**config.mk**
```make
export PLATFORM = sky130hd
export DESIGN_NAME = unaligned_load_store_fixup_core
export DESIGN_NICKNAME = d
export VERILOG_FILES = /design/src/hdl/ulsf_pkg.sv /design/src/hdl/unaligned_load_store_fixup_core.sv
export VERILOG_INCLUDE_DIRS = /design/src /design/src/hdl
export SDC_FILE = /design/constraint.sdc
export NUM_CORES = 1
export LEC_CHECK = 0
export BUFFER_PORTS_ARGS = -buffer_cell sky130_fd_sc_hd__buf_2
export CAP_MARGIN = 20
export CORE_MARGIN = 3
export CORE_UTILIZATION = 40
export CTS_CLUSTER_DIAMETER = 100
export DETAILED_ROUTE_END_ITERATION = 16
export PLACE_DENSITY_LB_ADDON = 0.3
export REMOVE_ABC_BUFFERS = 1
export SLEW_MARGIN = 15
export SYNTH_ARGS = -nofsm -noshare
export SYNTH_HDL_FRONTEND = slang
export SYNTH_SLANG_ARGS = --single-unit
```
**constraint.sdc**
```tcl
create_clock -name clk -period 13.65 [get_ports clk]
set_input_delay 2.73 -clock clk [delete_from_list [all_inputs] [get_ports clk]]
set_output_delay 2.73 -clock clk [all_outputs]
set_load 0.05 [all_outputs]
```
**src/hdl/unaligned_load_store_fixup_core_macros.svh**
```systemverilog
// Assertion macros for the unaligned load/store fixup core.
`ifndef UNALIGNED_LOAD_STORE_FIXUP_CORE_MACROS_SVH
`define UNALIGNED_LOAD_STORE_FIXUP_CORE_MACROS_SVH

// Same-cycle implication, sampled on the rising clock, off during reset.
`define ULSF_ASSERT_NOW(lbl, clk, rst_n, ante, cons) \
    lbl: assert property (@(posedge clk) disable iff (!rst_n) (ante) |-> (cons)) \
        else $error("ulsf same-cycle check failed");

// Next-cycle implication, sampled on the rising clock, off during reset.
`define ULSF_ASSERT_NEXT(lbl, clk, rst_n, ante, cons) \
    lbl: assert property (@(posedge clk) disable iff (!rst_n) (ante) |=> (cons)) \
        else $error("ulsf next-cycle check failed");

`endif

```
**src/hdl/ulsf_pkg.sv**
```systemverilog
// Package for the unaligned load/store fixup core: codes, decode and byte swaps.
package ulsf_pkg;

    typedef enum logic [1:0] {
        ST_FIXED   = 2'd0,
        ST_FETCH   = 2'd1,
        ST_UNKNOWN = 2'd2,
        ST_DATA    = 2'd3
    } status_t;

    typedef struct packed {
        logic valid;
        logic load;
        logic half;
        logic alg;
        logic rev;
        logic upd;
    } form_t;

    // Primary opcodes
    localparam logic [5:0] OP_X     = 6'd31;
    localparam logic [5:0] OP_LWZ   = 6'd32;
    localparam logic [5:0] OP_LWZU  = 6'd33;
    localparam logic [5:0] OP_STW   = 6'd36;
    localparam logic [5:0] OP_STWU  = 6'd37;
    localparam logic [5:0] OP_LHZ   = 6'd40;
    localparam logic [5:0] OP_LHZU  = 6'd41;
    localparam logic [5:0] OP_LHA   = 6'd42;
    localparam logic [5:0] OP_LHAU  = 6'd43;
    localparam logic [5:0] OP_STH   = 6'd44;
    localparam logic [5:0] OP_STHU  = 6'd45;

    // Extended opcodes under primary opcode 31
    localparam logic [9:0] XO_LWZX   = 10'd23;
    localparam logic [9:0] XO_LWZUX  = 10'd55;
    localparam logic [9:0] XO_STWX   = 10'd151;
    localparam logic [9:0] XO_STWUX  = 10'd183;
    localparam logic [9:0] XO_LHZX   = 10'd279;
    localparam logic [9:0] XO_LHZUX  = 10'd311;
    localparam logic [9:0] XO_LHAX   = 10'd343;
    localparam logic [9:0] XO_LHAUX  = 10'd375;
    localparam logic [9:0] XO_STHX   = 10'd407;
    localparam logic [9:0] XO_STHUX  = 10'd439;
    localparam logic [9:0] XO_LWBRX  = 10'd534;
    localparam logic [9:0] XO_STWBRX = 10'd662;
    localparam logic [9:0] XO_LHBRX  = 10'd790;
    localparam logic [9:0] XO_STHBRX = 10'd918;

    localparam logic [31:0] HALF_SIGN_FILL = 32'hffff_0000;
    localparam logic [31:0] PC_STEP        = 32'd4;

    // Fields: valid, load, half, alg, rev, upd
    localparam form_t F_NONE = 6'b000000;

    function automatic form_t decode_form(input logic [5:0] op, input logic [9:0] xo);
        form_t f;
        f = F_NONE;
        unique case (op)
            OP_LWZ:  f = '{1'b1, 1'b1, 1'b0, 1'b0, 1'b0, 1'b0};
            OP_LWZU: f = '{1'b1, 1'b1, 1'b0, 1'b0, 1'b0, 1'b1};
            OP_STW:  f = '{1'b1, 1'b0, 1'b0, 1'b0, 1'b0, 1'b0};
            OP_STWU: f = '{1'b1, 1'b0, 1'b0, 1'b0, 1'b0, 1'b1};
            OP_LHZ:  f = '{1'b1, 1'b1, 1'b1, 1'b0, 1'b0, 1'b0};
            OP_LHZU: f = '{1'b1, 1'b1, 1'b1, 1'b0, 1'b0, 1'b1};
            OP_LHA:  f = '{1'b1, 1'b1, 1'b1, 1'b1, 1'b0, 1'b0};
            OP_LHAU: f = '{1'b1, 1'b1, 1'b1, 1'b1, 1'b0, 1'b1};
            OP_STH:  f = '{1'b1, 1'b0, 1'b1, 1'b0, 1'b0, 1'b0};
            OP_STHU: f = '{1'b1, 1'b0, 1'b1, 1'b0, 1'b0, 1'b1};
            OP_X:
            begin
                unique case (xo)
                    XO_LWZX:   f = '{1'b1, 1'b1, 1'b0, 1'b0, 1'b0, 1'b0};
                    XO_LWZUX:  f = '{1'b1, 1'b1, 1'b0, 1'b0, 1'b0, 1'b1};
                    XO_STWX:   f = '{1'b1, 1'b0, 1'b0, 1'b0, 1'b0, 1'b0};
                    XO_STWUX:  f = '{1'b1, 1'b0, 1'b0, 1'b0, 1'b0, 1'b1};
                    XO_LHZX:   f = '{1'b1, 1'b1, 1'b1, 1'b0, 1'b0, 1'b0};
                    XO_LHZUX:  f = '{1'b1, 1'b1, 1'b1, 1'b0, 1'b0, 1'b1};
                    XO_LHAX:   f = '{1'b1, 1'b1, 1'b1, 1'b1, 1'b0, 1'b0};
                    XO_LHAUX:  f = '{1'b1, 1'b1, 1'b1, 1'b1, 1'b0, 1'b1};
                    XO_STHX:   f = '{1'b1, 1'b0, 1'b1, 1'b0, 1'b0, 1'b0};
                    XO_STHUX:  f = '{1'b1, 1'b0, 1'b1, 1'b0, 1'b0, 1'b1};
                    XO_LWBRX:  f = '{1'b1, 1'b1, 1'b0, 1'b0, 1'b1, 1'b0};
                    XO_STWBRX: f = '{1'b1, 1'b0, 1'b0, 1'b0, 1'b1, 1'b0};
                    XO_LHBRX:  f = '{1'b1, 1'b1, 1'b1, 1'b0, 1'b1, 1'b0};
                    XO_STHBRX: f = '{1'b1, 1'b0, 1'b1, 1'b0, 1'b1, 1'b0};
                    default:   f = F_NONE;
                endcase
            end
            default: f = F_NONE;
        endcase
        return f;
    endfunction

    function automatic logic [15:0] swap16(input logic [15:0] v);
        return {v[7:0], v[15:8]};
    endfunction

    function automatic logic [31:0] swap32(input logic [31:0] v);
        return {v[7:0], v[15:8], v[23:16], v[31:24]};
    endfunction

endpackage

```
**src/hdl/unaligned_load_store_fixup_core.sv**
```systemverilog
// Unaligned integer load/store fixup core: decode, extend, swap and writeback select.
//
// Takes one trapped PowerPC integer word or halfword access per item (the instruction
// word, its pc, the fault address, the rs/rt register value, the bytes read and the
// two fault flags) and returns one result item: a status, the store data, the target
// and base register writebacks and the next pc. The block accepts one item every
// clock cycle unless in_stall is high; each item is first held in the input register,
// then decode and data shaping write it into the result register. The result
// register holds while the output is stalled; the input register still takes one
// more item if it is empty and then holds it until the waiting result is read.
// lmw, stmw and every unlisted opcode report
// unknown. A fetch fault beats everything and reports the pc; an access fault on a
// decoded form reports a data fault with no writes. An update form whose RA is zero,
// or for a load equals RT, keeps its load or store but drops the RA write and raises
// invalid_form. No kept state beyond the two pipeline registers; reset only empties
// them.
`include "unaligned_load_store_fixup_core_macros.svh"

module unaligned_load_store_fixup_core (
    input  logic        clk,
    input  logic        rst_n,
    // Input channel
    input  logic        in_valid,
    output logic        in_stall,
    input  logic [31:0] instr_word,
    input  logic [31:0] pc,
    input  logic [31:0] fault_address,
    input  logic [31:0] source_value,
    input  logic [31:0] mem_data,
    input  logic        fetch_fault,
    input  logic        access_fault,
    // Result channel
    output logic        out_valid,
    input  logic        out_stall,
    output logic [1:0]  status,
    output logic [31:0] report_address,
    output logic [31:0] next_pc,
    output logic        store_enable,
    output logic        store_is_half,
    output logic [31:0] store_data,
    output logic        target_write,
    output logic [4:0]  target_index,
    output logic [31:0] target_value,
    output logic        base_write,
    output logic [4:0]  base_index,
    output logic        invalid_form
);
    import ulsf_pkg::*;

    // Input register
    logic        in_valid_reg;
    logic [31:0] instr_reg;
    logic [31:0] pc_reg;
    logic [31:0] addr_reg;
    logic [31:0] src_reg;
    logic [31:0] mem_reg;
    logic        ffault_reg;
    logic        afault_reg;

    // Result register
    logic        out_valid_reg;
    status_t     status_reg,        status_next;
    logic [31:0] report_reg,        report_next;
    logic [31:0] npc_reg,           npc_next;
    logic        st_en_reg,         st_en_next;
    logic        st_half_reg,       st_half_next;
    logic [31:0] st_data_reg,       st_data_next;
    logic        t_wr_reg,          t_wr_next;
    logic [4:0]  t_idx_reg,         t_idx_next;
    logic [31:0] t_val_reg,         t_val_next;
    logic        b_wr_reg,          b_wr_next;
    logic [4:0]  b_idx_reg,         b_idx_next;
    logic        inval_reg,         inval_next;

    // Pipeline flow: the result register moves when empty or drained; the input
    // register moves when empty or when its item moves on.
    logic        adv_out;
    logic        adv_in;
    logic        accept;

    assign adv_out  = !out_valid_reg || !out_stall;
    assign adv_in   = !in_valid_reg || adv_out;
    assign in_stall = !adv_in;
    assign accept   = in_valid && adv_in;

    // Instruction fields
    logic [5:0]  op;
    logic [4:0]  rs;
    logic [4:0]  ra;
    logic [9:0]  xo;
    form_t       form;
    logic [15:0] mem_half;
    logic [15:0] src_half;

    assign op       = instr_reg[31:26];
    assign rs       = instr_reg[25:21];
    assign ra       = instr_reg[20:16];
    assign xo       = instr_reg[10:1];
    assign form     = decode_form(op, xo);
    assign mem_half = mem_reg[15:0];
    assign src_half = src_reg[15:0];

    always_comb
    begin
        status_next  = ST_FIXED;
        report_next  = addr_reg;
        npc_next     = pc_reg;
        st_en_next   = 1'b0;
        st_half_next = 1'b0;
        st_data_next = '0;
        t_wr_next    = 1'b0;
        t_idx_next   = rs;
        t_val_next   = '0;
        b_wr_next    = 1'b0;
        b_idx_next   = ra;
        inval_next   = 1'b0;

        if (ffault_reg)
        begin
            // Fetch fault wins: report the pc, clear the register numbers.
            status_next = ST_FETCH;
            report_next = pc_reg;
            t_idx_next  = '0;
            b_idx_next  = '0;
        end
        else if (!form.valid)
        begin
            status_next = ST_UNKNOWN;
        end
        else if (afault_reg)
        begin
            status_next = ST_DATA;
        end
        else
        begin
            status_next = ST_FIXED;
            npc_next    = pc_reg + PC_STEP;
            if (form.load)
            begin
                t_wr_next = 1'b1;
                if (form.half)
                begin
                    // Byte reversed halfword loads are never sign extended.
                    if (form.rev)
                        t_val_next = {16'h0000, swap16(mem_half)};
                    else if (form.alg && mem_half[15])
                        t_val_next = HALF_SIGN_FILL | {16'h0000, mem_half};
                    else
                        t_val_next = {16'h0000, mem_half};
                end
                else
                begin
                    t_val_next = form.rev ? swap32(mem_reg) : mem_reg;
                end
            end
            else
            begin
                st_en_next   = 1'b1;
                st_half_next = form.half;
                if (form.half)
                    st_data_next = {16'h0000, form.rev ? swap16(src_half) : src_half};
                else
                    st_data_next = form.rev ? swap32(src_reg) : src_reg;
            end
            if (form.upd)
            begin
                if (ra == '0 || (form.load && ra == rs))
                    inval_next = 1'b1;
                else
                    b_wr_next = 1'b1;
            end
        end
    end

    // Control: valid flags of both registers
    always_ff @(posedge clk or negedge rst_n)
    begin
        if (!rst_n)
        begin
            in_valid_reg  <= 1'b0;
            out_valid_reg <= 1'b0;
        end
        else
        begin
            if (adv_in)
                in_valid_reg <= in_valid;
            if (adv_out)
                out_valid_reg <= in_valid_reg;
        end
    end

    // Payload: capture on accept, hold while stalled
    always_ff @(posedge clk)
    begin
        if (accept)
        begin
            instr_reg  <= instr_word;
            pc_reg     <= pc;
            addr_reg   <= fault_address;
            src_reg    <= source_value;
            mem_reg    <= mem_data;
            ffault_reg <= fetch_fault;
            afault_reg <= access_fault;
        end
        if (adv_out && in_valid_reg)
        begin
            status_reg  <= status_next;
            report_reg  <= report_next;
            npc_reg     <= npc_next;
            st_en_reg   <= st_en_next;
            st_half_reg <= st_half_next;
            st_data_reg <= st_data_next;
            t_wr_reg    <= t_wr_next;
            t_idx_reg   <= t_idx_next;
            t_val_reg   <= t_val_next;
            b_wr_reg    <= b_wr_next;
            b_idx_reg   <= b_idx_next;
            inval_reg   <= inval_next;
        end
    end

    assign out_valid      = out_valid_reg;
    assign status         = status_reg;
    assign report_address = report_reg;
    assign next_pc        = npc_reg;
    assign store_enable   = st_en_reg;
    assign store_is_half  = st_half_reg;
    assign store_data     = st_data_reg;
    assign target_write   = t_wr_reg;
    assign target_index   = t_idx_reg;
    assign target_value   = t_val_reg;
    assign base_write     = b_wr_reg;
    assign base_index     = b_idx_reg;
    assign invalid_form   = inval_reg;

    // Terms for the checks below
    logic fwd_item;
    logic err_out;
    logic any_write;

    assign fwd_item  = in_valid_reg && adv_out;
    assign err_out   = out_valid_reg && status_reg != ST_FIXED;
    assign any_write = st_en_reg || t_wr_reg || b_wr_reg || inval_reg;

    // An item in the input register reaches the output once the output can move.
    `ULSF_ASSERT_NEXT(a_item_advances, clk, rst_n, fwd_item, out_valid_reg)
    // A fetch fault item always comes out as a fetch fault.
    `ULSF_ASSERT_NEXT(a_fetch_wins, clk, rst_n, fwd_item && ffault_reg, status_reg == ST_FETCH)
    // A result is never both a load and a store.
    `ULSF_ASSERT_NOW(a_load_xor_store, clk, rst_n, out_valid_reg, !(st_en_reg && t_wr_reg))
    // A suppressed base write and a base write never come together.
    `ULSF_ASSERT_NOW(a_base_or_invalid, clk, rst_n, out_valid_reg, !(b_wr_reg && inval_reg))
    // Anything but a fixed status carries no writes.
    `ULSF_ASSERT_NOW(a_no_write_on_error, clk, rst_n, err_out, !any_write)

endmodule

```
==> results of run 1 <==
area by class of cell:
class	instances	area (um^2)	share of cell area [%]
repair buffers	314	1590	10.6
multi-input cells	402	2700	18.0
well taps	384	480	3.21
clock buffers	40	873	5.83
diodes	4	10.0	0.0668
clock inverters	19	209	1.39
inverters	10	38.8	0.259
flip-flops and latches	303	9090	60.6
logic make-up (layout without fill, tap and decap cells):
family / count (synthesis) / in the layout / share of synthesized area [%]
AOI/OAI and AO/OA: 103 / 103 / 6.27
xor gates and xnor gates: 35 / 35 / 2.56
other: 0 / 4 / 0
and+or+nand+nor: 200 / 200 / 7.87
adders and majority gates: 1 / 1 / 0.105
muxes: 63 / 63 / 5.61
DFF: 303 / 303 / 76.0
buffers and inverters: 41 / 383 / 1.53
critical path, cell delays in order:
cell and delay (ns):
buf_2 0.12, nand3_1 0.11, inv_1 0.07, buf_2 0.25
power by group through the flow:
stage / Combinational (mW) / Clock, mW / Sequential, mW
2_1_floorplan: 0.0626 / 0 / 1.27
3_3_place_gp: 0.247 / 0 / 1.15
3_5_place_dp: 0.250 / 0 / 1.15
4_1_cts: 0.250 / 0.910 / 1.13
5_1_grt: 0.263 / 0.949 / 1.14
6_report: 0.247 / 0.885 / 1.13
per-stage QoR:
step | utilization [%] | cells | TNS, ns | total power [mW]
after floorplan | - | 715 | -55.16 | 1.34
after global placement | 47.8 | 1413 | 0 | 1.40
after detailed placement | 47.8 | 1413 | 0 | 1.40
after CTS | 51.5 | 1472 | 0 | 2.29
after global routing | 51.5 | 1476 | 0 | 2.35
final | 51.5 | 1476 | 0 | 2.26
worst paths after layout:
check	startpoint	endpoint
setup reg to reg	ffault_reg	target_value[16]
hold / removal	pc_reg[1]	next_pc[1]
min in group asynchronous	rst_n	in_valid_reg
hold reg to reg	pc_reg[1]	next_pc[1]
setup / recovery	out_stall	in_stall
max in group asynchronous	rst_n	out_valid
placed cells by master (no fill, tap or decap), types with 2 or more instances in the layout:
cell / instances
nor3b_1: 2
nand2_2: 2
buf_4: 8
xnor2_1: 22
inv_6: 2
a211oi_1: 31
mux2_2: 32
nor2_1: 44
xor2_1: 13
edfxtp_1: 301
o21ai_0: 3
a21o_1: 2
nor4_1: 3
nor3_1: 7
buf_2: 306
nand2_1: 87
a21oi_2: 13
or4_1: 4
and2_1: 2
and3_1: 4
a21oi_1: 24
clkinv_1: 7
dfrtp_1: 2
bufinv_16: 4
nor2b_1: 13
inv_1: 9
diode_2: 4
and2_4: 2
o21a_1: 17
nand3_1: 9
nand4b_1: 2
clkbuf_1: 6
nand2b_1: 6
nand4_1: 5
clkbuf_16: 34
mux2i_1: 31
clkinv_2: 5
layer usage:
layer	wire, um	vias to the layer above
met3	2570	60
li1	-	3464
met1	10400	3467
met4	728	8
met5	45	-
met2	13100	281
==> summary.txt, run 1 <==
Outcome
  • Status: finished, final reports clean

Layout
  • Layout area overhead: 25.4%
  • Fraction of layout cells with a size suffix above 1: 38.5%
  • Post-layout instance area: 15000 um^2
  • Fillers: 2461
  • Fin nets: 1232

Critical path
  • Setup crit start kind: input port
  • WP data required: 10.92 ns
  • Worst-path maximum fanout: 3
  • Crit end category: output pin
  • FF-to-FF setup slack: 10.65 ns
  • CP arrival: between 3 and 4 ns
  • Crit Path Class: in -> out
  • Reg2reg path depth: 6

Clock network
  • Clock root buffer master: clkbuf_16
  • Skew-Pair Late Insertion Delay: 0.51 ns
  • Clk buf depth: 3
  • CTS tree: yes
  • H-tree depth: 2
  • Clock Pin Slew Worst Setup and Hold Paths: about 0.05 ns
  • Setup bufs post-CTS: 0
  • CTS buffer count: 34
  • # clock sinks: 303
  • CTS Hold Bufs: 0
  • Post-cts resize count: 0

Power
  • Switch share: between 20 and 25%
  • VDD IR max: 102 uV
  • PD cells: 151 nW/um^2
  • LEAKAGE: 5.91 nW
  • Comb power frac: 10.9%
  • P_sw: 563 uW
  • Clock power frac: 39.1%
  • Reg power frac: 50.0%
  • Pint: 1.70 mW

Synth
  • Ys Warns: 0
  • Synth area leaders: edfxtp_1, mux2_2, nand2_1
  • Unique cell type count in the Yosys netlist: 54
  • Mapped Area: 12000 um^2
  • Asr flop ratio synth: 0.660%
  • Sequential-to-total area share from yosys stat: 76.0%
  • Leading register cell type out of synthesis: edfxtp_1
  • Cell taking the most area after synthesis: edfxtp_1
  • Most frequent cells after synthesis: edfxtp_1, nand2_1, nor2_1
  • Synthesized area per cell: 16.0 um^2
  • FF+latch count, synth: 303
  • Cell count after synthesis: 746
  • Most common cell in the synthesized netlist: edfxtp_1
  • Post-synth top area share: approximately 76%
  • Number of synthesized flops with an enable pin: 301

STA
  • RSZ-0062 raised after global routing: false
  • Slew @ Worst Pin: 1.02 ns
  • Setup Viol. Count Final: 0
  • Slew Viols, Final: 0
  • Rel. slew slack: roughly a third
  • Fin crit share: 44.1%
  • Worst hold slack: 0.441 ns
  • Final hold violations: 0
  • Max Clk Rate: roughly 170 MHz
  • Clk_skew: 0.0129 ns
  • Setup ws final: 7.63 ns
  • Tmin final: 6.02 ns

GRT
  • GR met3 Demand/Resource: 5.59%
  • GRT Residual Overflow: 0
  • Grt met2 use: 27.4%
  • Largest net degree at the start of global routing: 96
  • Vias in the first global route: 7335
  • First-pass GRT wire length: 40100 um
  • GR peak layer: met2
  • Gr usage total: 16.4%
  • Antenna violations before repair: 8
  • GRT met1 Usage: ~20%

Drt
  • Post-route ant nets: 0
  • Detailed Routing Iterations Pass 1: 5
  • Via count: about 7.3k
  • Residual DRC count: 0
  • Via/cell ratio: 4.93
  • Initial drt markers: 427
  • WL/cell: 18.2 um
  • Total wire length: 26900 um

Placed design
  • Placed Instance Area: between 10000 and 15000 um^2
  • Number of port buffers: 306
  • Dpl ws: 7.63 ns
  • DP HPWL: 18200 um
  • Routability cong.: 0.767

Floorplanning
  • Die span in x: 179 um
  • Core box area: 29100 um^2
  • # rows: 62
  • Die height: 179 um
  • Initial core utilization: approximately 41%
  • Die Area: 32000 um^2
  • I/O pin total: 313

Worst hold path
  • Hold depth: 0
  • Hold crit path type: reg -> reg

Run
  • Max cap viols: 0
No activity file was read; power rests on OpenSTA's default activity.
==> run 2, diff against run 1 <==
==> constraint.sdc (replaced) <==
create_clock -name clk -period 6.06 [get_ports clk]
set_input_delay 1.212 -clock clk [delete_from_list [all_inputs] [get_ports clk]]
set_output_delay 1.212 -clock clk [all_outputs]
set_load 0.05 [all_outputs]
==> summary.txt, run 2 (same netlist as run 1, synthesis figures left out) <==
Layout
  • Sequential Area: 9090 um^2 (unchanged)
  • Finished Layout Cells: 1474 (-0.14%)
  • Commonest non-fill, non-tap cell in the layout: buf_2
  • Post-layout instance area: 14900 um^2 (-0.31%)
  • Most frequent cells in the layout: buf_2, edfxtp_1, nand2_1
  • Area of the multi-input gates: 2700 um^2 (unchanged)
  • Fillers: 2486 (+1.0%)
  • Fraction of layout cells with a size suffix above 1: 38.3% (-0.21 points)
  • Fin nets: 1231 (-0.081%)
  • Layout area overhead: 25.0%

Drt
  • Total wire length: 26800 um (-0.36%)
  • Post-route ant nets: 0 (unchanged)
  • Detailed Routing Iterations Pass 1: 5 (unchanged)
  • Via count: 7268 (-0.16%)
  • Residual DRC count: 0 (unchanged)
  • Initial drt markers: 412 (-3.5%)
  • WL/cell: 18.2 um (-0.22%)
  • Via/cell ratio: 4.93 (about the same)

Floorplanning
  • Core box area: 29100 um^2 (unchanged)
  • Die Area: 32000 um^2 (unchanged)
  • Die span in x: 179 um (unchanged)
  • # rows: 62 (unchanged)
  • I/O pin total: 313 (unchanged)
  • Initial core utilization: 41.1% (unchanged)
  • Die height: 179 um (unchanged)

Clock network
  • CTS buffer count: 34 (unchanged)
  • CTS tree: yes
  • Skew-Pair Late Insertion Delay: 0.50 ns (about the same)
  • # clock sinks: 303 (unchanged)
  • Post-cts resize count: 0 (unchanged)
  • Clk buf depth: 3 (unchanged)
  • CTS Hold Bufs: 0 (unchanged)
  • H-tree depth: 2 (unchanged)
  • Clock Pin Slew Worst Setup and Hold Paths: 0.06 ns (about the same)
  • Clock root buffer master: clkbuf_16
  • Setup bufs post-CTS: 0 (unchanged)

Placed design
  • DP HPWL: 17800 um (-2.4%)
  • Number of port buffers: 306 (unchanged)
  • Placed Instance Area: 13900 um^2 (about the same)
  • Inst Count DP: 1412 (-0.071%)
  • Routability cong.: 0.774 (+0.86%)

GRT
  • Gr usage total: 16.3% (-0.062 points)
  • Grt met2 use: 26.6% (-0.74 points)
  • Vias in the first global route: 7360 (+0.34%)
  • Largest net degree at the start of global routing: 146 (+52%)
  • GR met3 Demand/Resource: 5.48% (-0.11 points)
  • First-pass GRT wire length: 40000 um (-0.29%)
  • GR peak layer: met2
  • GRT met1 Usage: 20.4% (+0.45 points)
  • GRT Residual Overflow: 0 (unchanged)
  • Antenna violations before repair: 8 (unchanged)

Critical path
  • Crit Path Class: in -> out
  • Crit end category: output pin
  • Worst-path maximum fanout: 3 (unchanged)
  • CP arrival: 1.77 ns (-1.52 ns)
  • FF-to-FF setup slack: 3.10 ns (-7.55 ns)
  • Launching point of the worst reg2reg path: ffault_reg
  • Setup crit start kind: input port
  • Reg2reg path depth: 6 (unchanged)
  • WP data required: 4.85 ns (-6.07 ns)
  • R2R Path End: target_value[16]

Worst hold path
  • Hold EP: next_pc[0]
  • Hold crit path type: reg -> reg
  • Hold depth: 0 (unchanged)
  • Hold_sp: pc_reg[0]

Power
  • PD cells: 336 nW/um^2 (+120%)
  • VDD IR max: 228 uV (+120%)
  • LEAKAGE: 5.89 nW (-0.40%)
  • Total power: 5.01 mW (+120%)

STA
  • Slew @ Worst Pin: 1.06 ns (+0.0433 ns)
  • Setup Viol. Count Final: 0 (unchanged)
  • Clk_skew: 0.0215 ns (+0.00855 ns)
  • Rel. slew slack: 29.0% (-2.9 points)
  • Slew Viols, Final: 0 (unchanged)
  • Max Clk Rate: 336 MHz
  • RSZ-0062 raised after global routing: false
  • Tmin final: 2.98 ns
  • Fin crit share: 49.2%
  • Final hold violations: 0 (unchanged)

Run
  • Max cap viols: 0 (unchanged)

Outcome
  • Status: finished, final reports clean
## run 2: cell types whose count changed in the layout (fill, tap and decap cells not counted), sizes merged
cell | previous run | this run
clkinv | 14 | 12
inv | 11 | 10
buf | 314 | 313
clkbuf | 40 | 44
bufinv | 4 | 2
## run 2: how the worst max path moves through the flow
stage                    start                to  slack [ns]  depth (start not counted)
detailed placement   out_stall          in_stall        3.08                          4
CTS                 ffault_reg  target_value[16]        3.04                          6
floorplan            out_stall     base_index[0]       -6.45                          1
finish               out_stall          in_stall        3.08                          4
global route        ffault_reg  target_value[29]        2.85                          6
global placement     out_stall          in_stall        3.08                          4
## run 2: power breakdown
part / leakage (nW) / internal (mW) / switching [mW]
Combinational: 2.43 / 0.144 / 0.414
Clock: 0.506 / 1.14 / 0.768
Sequential: 2.95 / 2.48 / 0.0636
Total: 5.89 / 3.77 / 1.25
## run 2: per-stage QoR
| step | hold WS [ns] | utilization (%) | worst slack [ns] | TNS, ns |
|---|---|---|---|---|
| 2_1_floorplan | 0.420 | - | -6.45 | -935.60 |
| 3_3_place_gp | 0.425 | 47.8 | 3.08 | 0 |
| 3_5_place_dp | 0.433 | 47.8 | 3.08 | 0 |
| 4_1_cts | 0.453 | 51.3 | 3.04 | 0 |
| 5_1_grt | 0.455 | 51.4 | 2.85 | 0 |
| 6_report | 0.452 | 51.4 | 3.08 | 0 |
## run 2: layout make-up
| class | count | share of cell area (%) |
|---|---|---|
| diodes | 4 | 0.0670 |
| clock buffers | 44 | 6.09 |
| clock inverters | 14 | 0.812 |
| inverters | 10 | 0.260 |
| multi-input cells | 402 | 18.0 |
| flip-flops and latches | 303 | 60.8 |
| well taps | 384 | 3.22 |
| repair buffers | 313 | 10.7 |
## run 2: metal layers
layer | vias up | share of wire, %
li1 | 3456 | -
met1 | 3471 | 40
met2 | 277 | 48
met3 | 56 | 9.6
met4 | 8 | 2.7
met5 | - | 0.15
## run 2: worst max-delay path, stage by stage
cell and delay (ns):
buf_2 0.12, nand3_1 0.11, inv_1 0.07, buf_2 0.25
